==> src/hw/rtl/ssew_pkg.sv <==
`timescale 1ns / 1ps

package ssew_pkg;

   localparam int DEPTH = 256;
   localparam int IDX_W = (DEPTH > 1) ? $clog2(DEPTH) : 1;
   localparam int CNT_W = $clog2(DEPTH + 1);
   localparam int RIDX_W = 8;
   localparam int CMP_W = (CNT_W > RIDX_W) ? CNT_W : RIDX_W;
   localparam int VAL_W = 48;
   localparam int MARK_W = 49;
   localparam int COUNT_W = 9;
   localparam int GRP = 16;
   localparam int NGRP = (DEPTH + GRP - 1) / GRP;

   typedef enum logic [2:0] {
      FN_GATED,
      FN_SYNC,
      FN_HEARTBEAT,
      FN_CLEAR,
      FN_READ
   } func_type;

   typedef struct packed {
      logic [VAL_W-1:0] stamp;
      logic [VAL_W-1:0] price;
      logic [VAL_W-1:0] quantity;
      logic             side;
   } entry_type;

   typedef struct packed {
      logic              ins_en;
      logic              full;
      entry_type         rec;
      logic [CNT_W-1:0]  count;
      logic [RIDX_W-1:0] read_index;
   } cell_cmd_type;

   typedef struct packed {
      logic               changed;
      logic [COUNT_W-1:0] count;
      logic [MARK_W-1:0]  mark;
      logic               rd_valid;
      entry_type          rd;
   } rsp_type;

endpackage

==> src/hw/rtl/ssew_cell.sv <==
`timescale 1ns / 1ps

module ssew_cell (
   input  logic                        clock,
   input  logic [ssew_pkg::IDX_W-1:0]  cell_idx,
   input  ssew_pkg::cell_cmd_type      cmd,
   input  logic                        prev_le,
   input  logic                        next_le,
   input  ssew_pkg::entry_type         prev_entry,
   input  ssew_pkg::entry_type         next_entry,
   output logic                        le,
   output ssew_pkg::entry_type         entry,
   output ssew_pkg::entry_type         rd_entry
);

   ssew_pkg::entry_type entry_ff;
   ssew_pkg::entry_type entry_in;
   logic                occupied;

   assign occupied = ssew_pkg::CMP_W'(cell_idx) < ssew_pkg::CMP_W'(cmd.count);
   assign le = occupied && (entry_ff.stamp <= cmd.rec.stamp);
   assign entry = entry_ff;
   assign rd_entry = (ssew_pkg::CMP_W'(cell_idx) == ssew_pkg::CMP_W'(cmd.read_index))
                     ? entry_ff : '0;

   always_comb begin
      entry_in = entry_ff;
      if (cmd.full) begin
         // evict oldest: older part shifts down one place
         if (le && next_le) begin
            entry_in = next_entry;
         end else if (le) begin
            entry_in = cmd.rec;
         end
      end else begin
         // make room: newer part shifts up one place
         if (!le && prev_le) begin
            entry_in = cmd.rec;
         end else if (!le) begin
            entry_in = prev_entry;
         end
      end
   end

   always_ff @(posedge clock) begin
      if (cmd.ins_en) begin
         entry_ff <= entry_in;
      end
   end

endmodule

==> config.mk <==
export PLATFORM = sky130hd
export DESIGN_NAME = ssew_cell
export DESIGN_NICKNAME = d
export VERILOG_FILES = /design/src/hw/rtl/ssew_pkg.sv /design/src/hw/rtl/ssew_cell.sv
export SDC_FILE = /design/constraint.sdc
export NUM_CORES = 1
export LEC_CHECK = 0
export ABC_AREA = 1
export BUFFER_PORTS_ARGS = -buffer_cell sky130_fd_sc_hd__buf_2
export CAP_MARGIN = 20
export CORE_AREA = 2 2 294 296
export DETAILED_ROUTE_END_ITERATION = 6
export DIE_AREA = 0 0 296 298
export GPL_ROUTABILITY_DRIVEN = 0
export HOLD_SLACK_MARGIN = 0.06
export PLACE_DENSITY = 0.42
export REMOVE_ABC_BUFFERS = 1
export SYNTH_ARGS = -nofsm -noshare
export SYNTH_HDL_FRONTEND = slang
export SYNTH_SLANG_ARGS = --single-unit
==> constraint.sdc <==
create_clock -name clock -period 11.7 [get_ports clock]
set_input_delay 2.34 -clock clock [delete_from_list [all_inputs] [get_ports clock]]
set_output_delay 2.34 -clock clock [all_outputs]
set_load 0.1 [all_outputs]
==> results of run 1 <==
-- worst paths after layout --
check,start,endpoint,slack (ns),cells past startpoint
setup reg to reg,entry[138],entry[95],7.09,14
hold / removal,entry[124],entry[109],1.60,11
hold reg to reg,entry[124],entry[109],1.60,11
setup / recovery,cell_idx[7],rd_entry[90],4.24,7
-- power groups by stage --
| stage | Sequential (mW) | Combinational (mW) | Clock [mW] |
|---|---|---|---|
| 3_5_place_dp | 0.728 | 1.12 | 0 |
| 3_3_place_gp | 0.730 | 1.12 | 0 |
| 2_1_floorplan | 1.11 | 0.386 | 0 |
| 4_1_cts | 0.718 | 1.12 | 0.648 |
| 6_report | 0.715 | 1.11 | 0.620 |
| 5_1_grt | 0.722 | 1.20 | 0.662 |
-- worst max-delay path, cell delays in order --
cell     delay (ns)
buf_2          0.14
xnor2_1        0.38
nand4_1        0.16
or4_4          0.76
buf_4          0.49
nor2_1         0.21
buf_2          0.45
-- kinds of logic (layout without fill, tap and decap cells) --
group,Yosys count,count (layout)
buffers and inverters,763,1413
adder cells (fa/ha/maj),55,55
flip-flops,145,145
other,0,11
AND/OR/NAND/NOR,1263,1263
XOR/XNOR,8,8
AO/OA/AOI/OAI,32,32
-- through the flow --
step | utilization, % | cell area, µm²
floorplan | - | 13270
global placement | 22.07 | 18740
detailed placement | 22.07 | 18740
CTS | 22.79 | 19340
global route | 22.81 | 19360
finish | 22.82 | 19370
-- synthesized netlist by cell type, types with 3 or more instances --
cell / n
a21oi_1: 21
buf_1: 8
buf_2: 27
buf_4: 15
buf_6: 12
clkbuf_1: 95
edfxtp_1: 145
ha_1: 55
inv_1: 603
nand2_1: 501
nand2_4: 3
nand3_1: 439
nand4_1: 148
nor2_1: 165
o21ai_0: 5
xnor2_1: 6
-- layer usage --
layer / vias up / global-route usage (%) / wire [µm]
met4: 22 / 4.341 / 1221
li1: 8327 / - / -
met3: 83 / 3.775 / 5267
met1: 7702 / 20.44 / 31370
met2: 613 / 28.11 / 36250
met5: - / 0 / 134
-- final cells by class --
type                    count  area, µm²  area share (%)
diodes                     11      27.53          0.1421
clock buffers              17      425.4           2.197
clock inverters            14      178.9          0.9238
inverters                 605       2276           11.75
multi-input cells        1358       6711           34.65
flip-flops and latches    145       4354           22.48
well taps                1144       1431           7.391
repair buffers            777       3963           20.46
==> impl_metrics.py, run 1 <==
metrics = {
    "routing": {
        "ant_nets": 0,
        "drt-initial-drc-count": 985,
        "first_pass_iters": 5,
        "post_drt_wl_per_cell_um": 18.24,
        "drc": 0,
        "vias_per_cell": 4.114,
        "num_vias": 16747,
        "routed_wirelength_um": 74240,
    },
    "setup_path": {
        "critPathLaunchType": "primary input",
        "crit_fanout": 79,
        "arrival_ns": 5.12,
        "crit_required_ns": 9.36,
        "endpoint_kind": "output port",
        "path_class": "in2out",
    },
    "synth": {
        "synth-main-ff-cell": "edfxtp_1",
        "yosys.area_share.simple_pct": 40.64,
        "ys_warn_count": 0,
        "ys_ff_latch": 145,
        "synth.area.mux_share_pct": 0,
        "synthCells": 2266,
        "yosys.area.top_type_share_pct": 30.97,
        "synth-edff-count": 145,
        "ys_async_sr_fraction_pct": 0,
        "synth_cell_types": 30,
        "syn_area_um2": 14060,
        "syn_area_per_cell_um2": 6.204,
        "synth_xor_area_share_pct": 0.4984,
        "synthAdderAreaFrac_pct": 4.895,
        "synth-compound-area-share_pct": 1.264,
        "synth_area_leaders": "edfxtp_1, inv_1, nand3_1",
        "synth_seq_area_share_pct": 30.97,
        "synth_top_family_by_area": "simple AND/OR/NAND/NOR gates",
        "post-synth-top-area-cell": "edfxtp_1",
    },
    "grt": {
        "grt_usage_pct": 16.38,
        "grt-ovfl-total": 0,
        "antenna_found_initial": 21,
        "grt_max_degree": 87,
        "grt_pass1_vias": 16336,
        "grt_pass1_wl_um": 107700,
    },
    "timing": {
        "setup_ws_ns": 4.237,
        "period_needed_ns": 7.463,
        "finalHoldViolCount": 0,
        "maxSlewHeadroom_pct": 27.28,
        "slew_viol_final": 0,
        "clock.fmax_ghz": 0.1340,
        "finalSetupViolations": 0,
        "fin_skew_ns": 0.02999,
        "tns_ns": 0,
        "hold_ws_ns": 1.600,
        "tightest_slew_ns": 1.091,
        "rsz0062_at_grt": "false",
        "period_share_pct": 63.79,
    },
    "clocking": {
        "cts_tree": "done",
        "post_cts_resized": 0,
        "clockRootBuffer": "clkbuf_16",
        "clock_latency_ns": 0.50,
        "clock_sinks": 145,
        "numCtsBuffers": 17,
        "cts_max_path_buffers": 2,
        "hold_buffers": 0,
        "cts_setup_buffers": 0,
        "htree_levels": 4,
        "clk_pin_slew_ns": 0.08,
    },
    "die": {
        "die_area_um2": 88210,
        "num_rows": 107,
        "die_x_um": 296,
        "io-pin-count": 756,
        "start_util_pct": 16.56,
        "design.core.area_um2": 84880,
        "die_h_um": 298,
    },
    "worst_hold_path": {
        "hp-class": "reg2reg",
    },
    "cells_and_area": {
        "layout.nets": 3424,
        "final_cell_count_no_fill": 4071,
        "final_cell_mix": "buf_2, inv_1, nand2_1",
        "drive_gt1_share_pct": 28.12,
        "layout_commonest_cell": "buf_2",
        "syn_to_final_growth_pct": 37.76,
        "fillers": 9952,
        "largest_reg_flops": 145,
    },
    "placement": {
        "port_buffers": 755,
        "dp_slack_ns": 4.313,
        "place_hpwl_um": 53000,
        "numPlacedInstances": 4029,
    },
    "pwr": {
        "power.share.combinational_pct": 45.4,
        "power_frac_clock_pct": 25.4,
        "pwr-share-seq_pct": 29.3,
        "power_mw": 2.444,
        "ir_drop_v": 0.0001132,
        "p_leak_nw": 11.68,
        "power.switching_mw": 1.207,
        "powerDensity_nw_per_um2": 126.2,
        "switching_share_pct": 49.38,
        "internal_power_mw": 1.237,
    },
    "run": {
        "cap_violations": 0,
    },
    "run_status": {
        "outcome": "completed",
    },
}
Power figures use the tool's default switching activity.
==> inputs of run 2 (changes only) <==
--- a/config.mk
+++ b/config.mk
@@ -13,7 +13,7 @@
 export DIE_AREA = 0 0 296 298
 export GPL_ROUTABILITY_DRIVEN = 0
 export HOLD_SLACK_MARGIN = 0.06
-export PLACE_DENSITY = 0.42
+export PLACE_DENSITY = 0.41
 export REMOVE_ABC_BUFFERS = 1
 export SYNTH_ARGS = -nofsm -noshare
 export SYNTH_HDL_FRONTEND = slang
==> constraint.sdc (replaced) <==
create_clock -name clock -period 7.5 [get_ports clock]
set_input_delay 1.5 -clock clock [delete_from_list [all_inputs] [get_ports clock]]
set_output_delay 1.5 -clock clock [all_outputs]
set_load 0.1 [all_outputs]
==> impl_metrics.py, run 2 (same netlist as run 1, synthesis figures left out) <==
metrics = {
    "run_status": {
        "outcome": "completed",
    },
    "die": {
        "design.core.area_um2": 84880,
        "io-pin-count": 756,
        "start_util_pct": 16.56,
        "num_rows": 107,
        "die_area_um2": 88210,
        "die_x_um": 296,
        "die_h_um": 298,
    },
    "clocking": {
        "cts_tree": "done",
        "hold_buffers": 0,
        "post_cts_resized": 0,
        "clock_latency_ns": 0.49,
        "clockRootBuffer": "clkbuf_16",
        "cts_max_path_buffers": 2,
        "numCtsBuffers": 17,
        "htree_levels": 4,
        "clock_sinks": 145,
        "cts_setup_buffers": 0,
        "clk_pin_slew_ns": 0.08,
    },
    "pwr": {
        "p_leak_nw": 11.72,
        "ir_drop_v": 0.0001703,
        "powerDensity_nw_per_um2": 198.1,
    },
    "routing": {
        "drt-initial-drc-count": 1042,
        "first_pass_iters": 6,
        "routed_wirelength_um": 74780,
        "ant_nets": 0,
        "post_drt_wl_per_cell_um": 18.33,
        "drc": 0,
        "num_vias": 16803,
        "vias_per_cell": 4.119,
    },
    "cells_and_area": {
        "layout.nets": 3426,
        "layout_commonest_cell": "buf_2",
        "largest_reg_flops": 145,
        "syn_to_final_growth_pct": 38.42,
        "postLayoutCellArea_um2": 19460,
        "final_cell_mix": "buf_2, inv_1, nand2_1",
        "drive_gt1_share_pct": 28.19,
    },
    "grt": {
        "grt_usage_pct": 16.46,
        "grt_pass1_vias": 16252,
        "antenna_found_initial": 26,
        "grt_max_degree": 146,
        "grt_pass1_wl_um": 107900,
        "grt-ovfl-total": 0,
    },
    "placement": {
        "place_area_um2": 18790,
        "place_hpwl_um": 52780,
        "dp_slack_ns": 1.881,
        "port_buffers": 755,
    },
    "setup_path": {
        "critPathLaunchType": "primary input",
        "arrival_ns": 4.02,
        "path_class": "in2out",
        "endpoint_kind": "output port",
        "crit_fanout": 49,
        "crit_required_ns": 6.00,
    },
    "timing": {
        "rsz0062_at_grt": "false",
        "period_needed_ns": 5.520,
        "slew_viol_final": 0,
        "clock.fmax_ghz": 0.1812,
        "tightest_slew_ns": 0.9554,
        "setup_ws_ns": 1.980,
        "tns_ns": 0,
        "maxSlewHeadroom_pct": 36.30,
        "finalHoldViolCount": 0,
        "fin_skew_ns": 0.02606,
        "period_share_pct": 73.60,
        "finalSetupViolations": 0,
    },
    "run": {
        "cap_violations": 0,
    },
    "worst_hold_path": {
        "hp-class": "in2reg",
    },
}
==> run 2: cell count changes in the layout (fill, tap and decap cells not counted) <==
cell and change:
diode_2 +5, buf_12 +3, clkinv_4 +2, buf_4 -1
bufinv_16 +1, clkbuf_1 +1, clkinv_1 -1, inv_6 -1
inv_8 -1
==> run 2: area by class of cell <==
cell class / instances / area, µm²
antenna: 16 / 40.04
multi-input combinational: 1358 / 6711
tap: 1144 / 1431
timing repair buffer: 779 / 4015
sequential: 145 / 4354
clock inverter: 14 / 202.7
fill: 9950 / 65420
inverter: 605 / 2276
clock buffer: 18 / 429.2
==> run 2: critical path, stage by stage <==
cell and delay (ns):
buf_2 0.09, inv_1 0.11, ha_1 0.32, nand2_1 0.05, nor2_1 0.13, and2_1 0.27, nand3_1 0.18, nor2b_4 0.16
nand2_2 0.09, nand2_8 0.22, nand2_8 0.33, inv_1 0.13, buf_2 0.43
==> run 2: final timing paths <==
check	startpoint	end	slack (ns)	cells after the start
setup / recovery	cmd[154]	le	1.98	13
hold / removal	prev_entry[26]	entry[26]	1.37	5
setup reg to reg	entry[138]	entry[45]	3.33	13
hold reg to reg	entry[124]	entry[127]	1.46	11
==> run 2: power by group <==
group	total [mW]	switching (mW)	leakage (nW)	internal [mW]
logic	1.74	1.36	10.0	0.377
clock network	1.00	0.438	0.306	0.563
registers	1.12	0.0886	1.37	1.03
total	3.86	1.89	11.7	1.97
==> run 2: per-stage QoR <==
step / hold WS [ns] / util, % / std cells / power, mW
floorplan: 1.717 / - / 2108 / 2.331
global placement: 1.455 / 22.14 / 4031 / 2.899
detailed placement: 1.464 / 22.14 / 4031 / 2.897
CTS: 1.324 / 22.88 / 4063 / 3.932
global route: 1.358 / 22.90 / 4070 / 4.081
finish: 1.374 / 22.93 / 4079 / 3.856
==> run 2: routing by layer <==
| layer | global-route usage, % | wire (µm) |
|---|---|---|
| met5 | 0 | 133 |
| met4 | 3.908 | 1127 |
| met3 | 4.148 | 5209 |
| met2 | 28.15 | 36780 |
| met1 | 20.56 | 31530 |
==> inputs of run 3 (changes only) <==
==> constraint.sdc (replaced) <==
create_clock -name clock -period 5.3 [get_ports clock]
set_input_delay 1.06 -clock clock [delete_from_list [all_inputs] [get_ports clock]]
set_output_delay 1.06 -clock clock [all_outputs]
set_load 0.1 [all_outputs]
==> impl_metrics.py, run 3 (same netlist as run 1, synthesis figures left out) <==
metrics = {
    "run_status": {
        "outcome": "completed",
    },
    "cells_and_area": {
        "final_cell_mix": "buf_2, inv_1, nand2_1",
        "fin_util_pct": 23.06,
        "largest_reg_flops": 145,
        "syn_to_final_growth_pct": 39.22,
        "layout.nets": 3425,
        "layout_commonest_cell": "buf_2",
        "fillers": 9921,
        "drive_gt1_share_pct": 28.11,
    },
    "clocking": {
        "cts_tree": "done",
        "htree_levels": 4,
        "clockRootBuffer": "clkbuf_16",
        "hold_buffers": 0,
        "cts_setup_buffers": 0,
        "clock_latency_ns": 0.47,
        "post_cts_resized": 0,
        "clock_sinks": 145,
        "clk_pin_slew_ns": 0.08,
        "cts_max_path_buffers": 2,
        "numCtsBuffers": 17,
    },
    "timing": {
        "maxSlewHeadroom_pct": 38.46,
        "rsz0062_at_grt": "false",
        "clock.fmax_ghz": 0.2321,
        "finalSetupViolations": 0,
        "fin_skew_ns": 0.01630,
        "tightest_slew_ns": 0.9231,
        "hold_ws_ns": 0.9492,
        "finalHoldViolCount": 0,
        "period_needed_ns": 4.308,
        "period_share_pct": 81.29,
        "slew_viol_final": 0,
    },
    "setup_path": {
        "endpoint_kind": "output port",
        "arrival_ns": 3.25,
        "crit_chain": "buf_2 > xnor2_1 > nand4_1 > or4_4 > buf_12 > nor2_1 > buf_2",
        "cp_slowest_cell": "or4_4",
        "critPathLaunchType": "primary input",
        "endpoint": "rd_entry[47]",
        "r2r_slack_ns": 1.68,
        "path_depth": 7,
        "critPathBufInv": 3,
        "reg2reg_from": "entry[137]",
        "crit_top_cell": "buf_2",
        "startpoint": "cell_idx[7]",
        "crit_fanout": 88,
        "crit_family": "simple AND/OR/NAND/NOR gates",
        "path_class": "in2out",
        "crit_required_ns": 4.24,
        "slowest_delay_ns": 0.66,
        "r2r-end": "entry[46]",
        "rr_worst_depth": 13,
    },
    "pwr": {
        "ir_drop_v": 0.0002284,
        "p_leak_nw": 11.76,
        "powerDensity_nw_per_um2": 280.5,
    },
    "grt": {
        "grt_max_degree": 145,
        "grt_usage_pct": 15.95,
        "grt_pass1_vias": 16290,
        "antenna_found_initial": 25,
        "grt_pass1_wl_um": 105700,
        "grt-ovfl-total": 0,
    },
    "die": {
        "io-pin-count": 756,
        "die_x_um": 296,
        "die_h_um": 298,
        "design.core.area_um2": 84880,
        "start_util_pct": 16.56,
        "die_area_um2": 88210,
        "num_rows": 107,
    },
    "routing": {
        "drt-initial-drc-count": 980,
        "routed_wirelength_um": 72490,
        "first_pass_iters": 5,
        "num_vias": 16674,
        "ant_nets": 0,
        "drc": 0,
        "vias_per_cell": 4.091,
        "post_drt_wl_per_cell_um": 17.79,
    },
    "placement": {
        "port_buffers": 755,
        "place_hpwl_um": 51640,
    },
    "worst_hold_path": {
        "hp-class": "in2reg",
    },
    "run": {
        "cap_violations": 0,
    },
}
## run 3: report_power, final
group / internal (mW) / switching [mW]
Combinational: 0.552 / 1.90
Clock: 0.837 / 0.615
Sequential: 1.46 / 0.126
## run 3: how the worst min path moves through the flow
stage	start	depth (start not counted)	endpoint
2_1_floorplan	cmd[162]	2	entry[0]
3_3_place_gp	prev_entry[61]	5	entry[61]
3_5_place_dp	prev_entry[98]	5	entry[98]
4_1_cts	prev_entry[125]	5	entry[125]
5_1_grt	prev_entry[13]	5	entry[13]
6_report	prev_entry[125]	5	entry[125]
## run 3: final cells by class
class	instances	area [µm²]	area share [%]
inverters	605	2276	11.63
clock inverters	13	210.2	1.074
repair buffers	778	4123	21.06
clock buffers	18	429.2	2.193
flip-flops and latches	145	4354	22.25
well taps	1144	1431	7.313
diodes	15	37.54	0.1918
multi-input cells	1358	6711	34.29
## run 3: stage by stage
step           worst slack, ns  instances  area (µm²)  setup TNS (ns)  total power, mW
2_1_floorplan           -9.424       2108       13270        -2086.35            3.299
3_3_place_gp            0.8552       4030       18900               0            4.092
3_5_place_dp            0.9002       4030       18900               0            4.095
4_1_cts                 0.8932       4061       19540               0            5.588
5_1_grt                 0.7817       4071       19560               0            5.798
6_report                0.9916       4076       19570               0            5.490
## run 3: routing by layer
metal	part of all wire [%]	routed length [µm]	GRT usage (%)	up-vias
li1	-	-	-	8335
met1	41	30030	19.65	7654
met2	50	35970	27.50	587
met3	7.0	5102	3.984	80
met4	1.8	1277	4.137	18
met5	0.16	116	0	-
## run 3: worst min-delay path: cells and delay by family
kind	cells	cell delay, ns
and+or+nand+nor	3	0.16
buffers and inverters	2	0.10
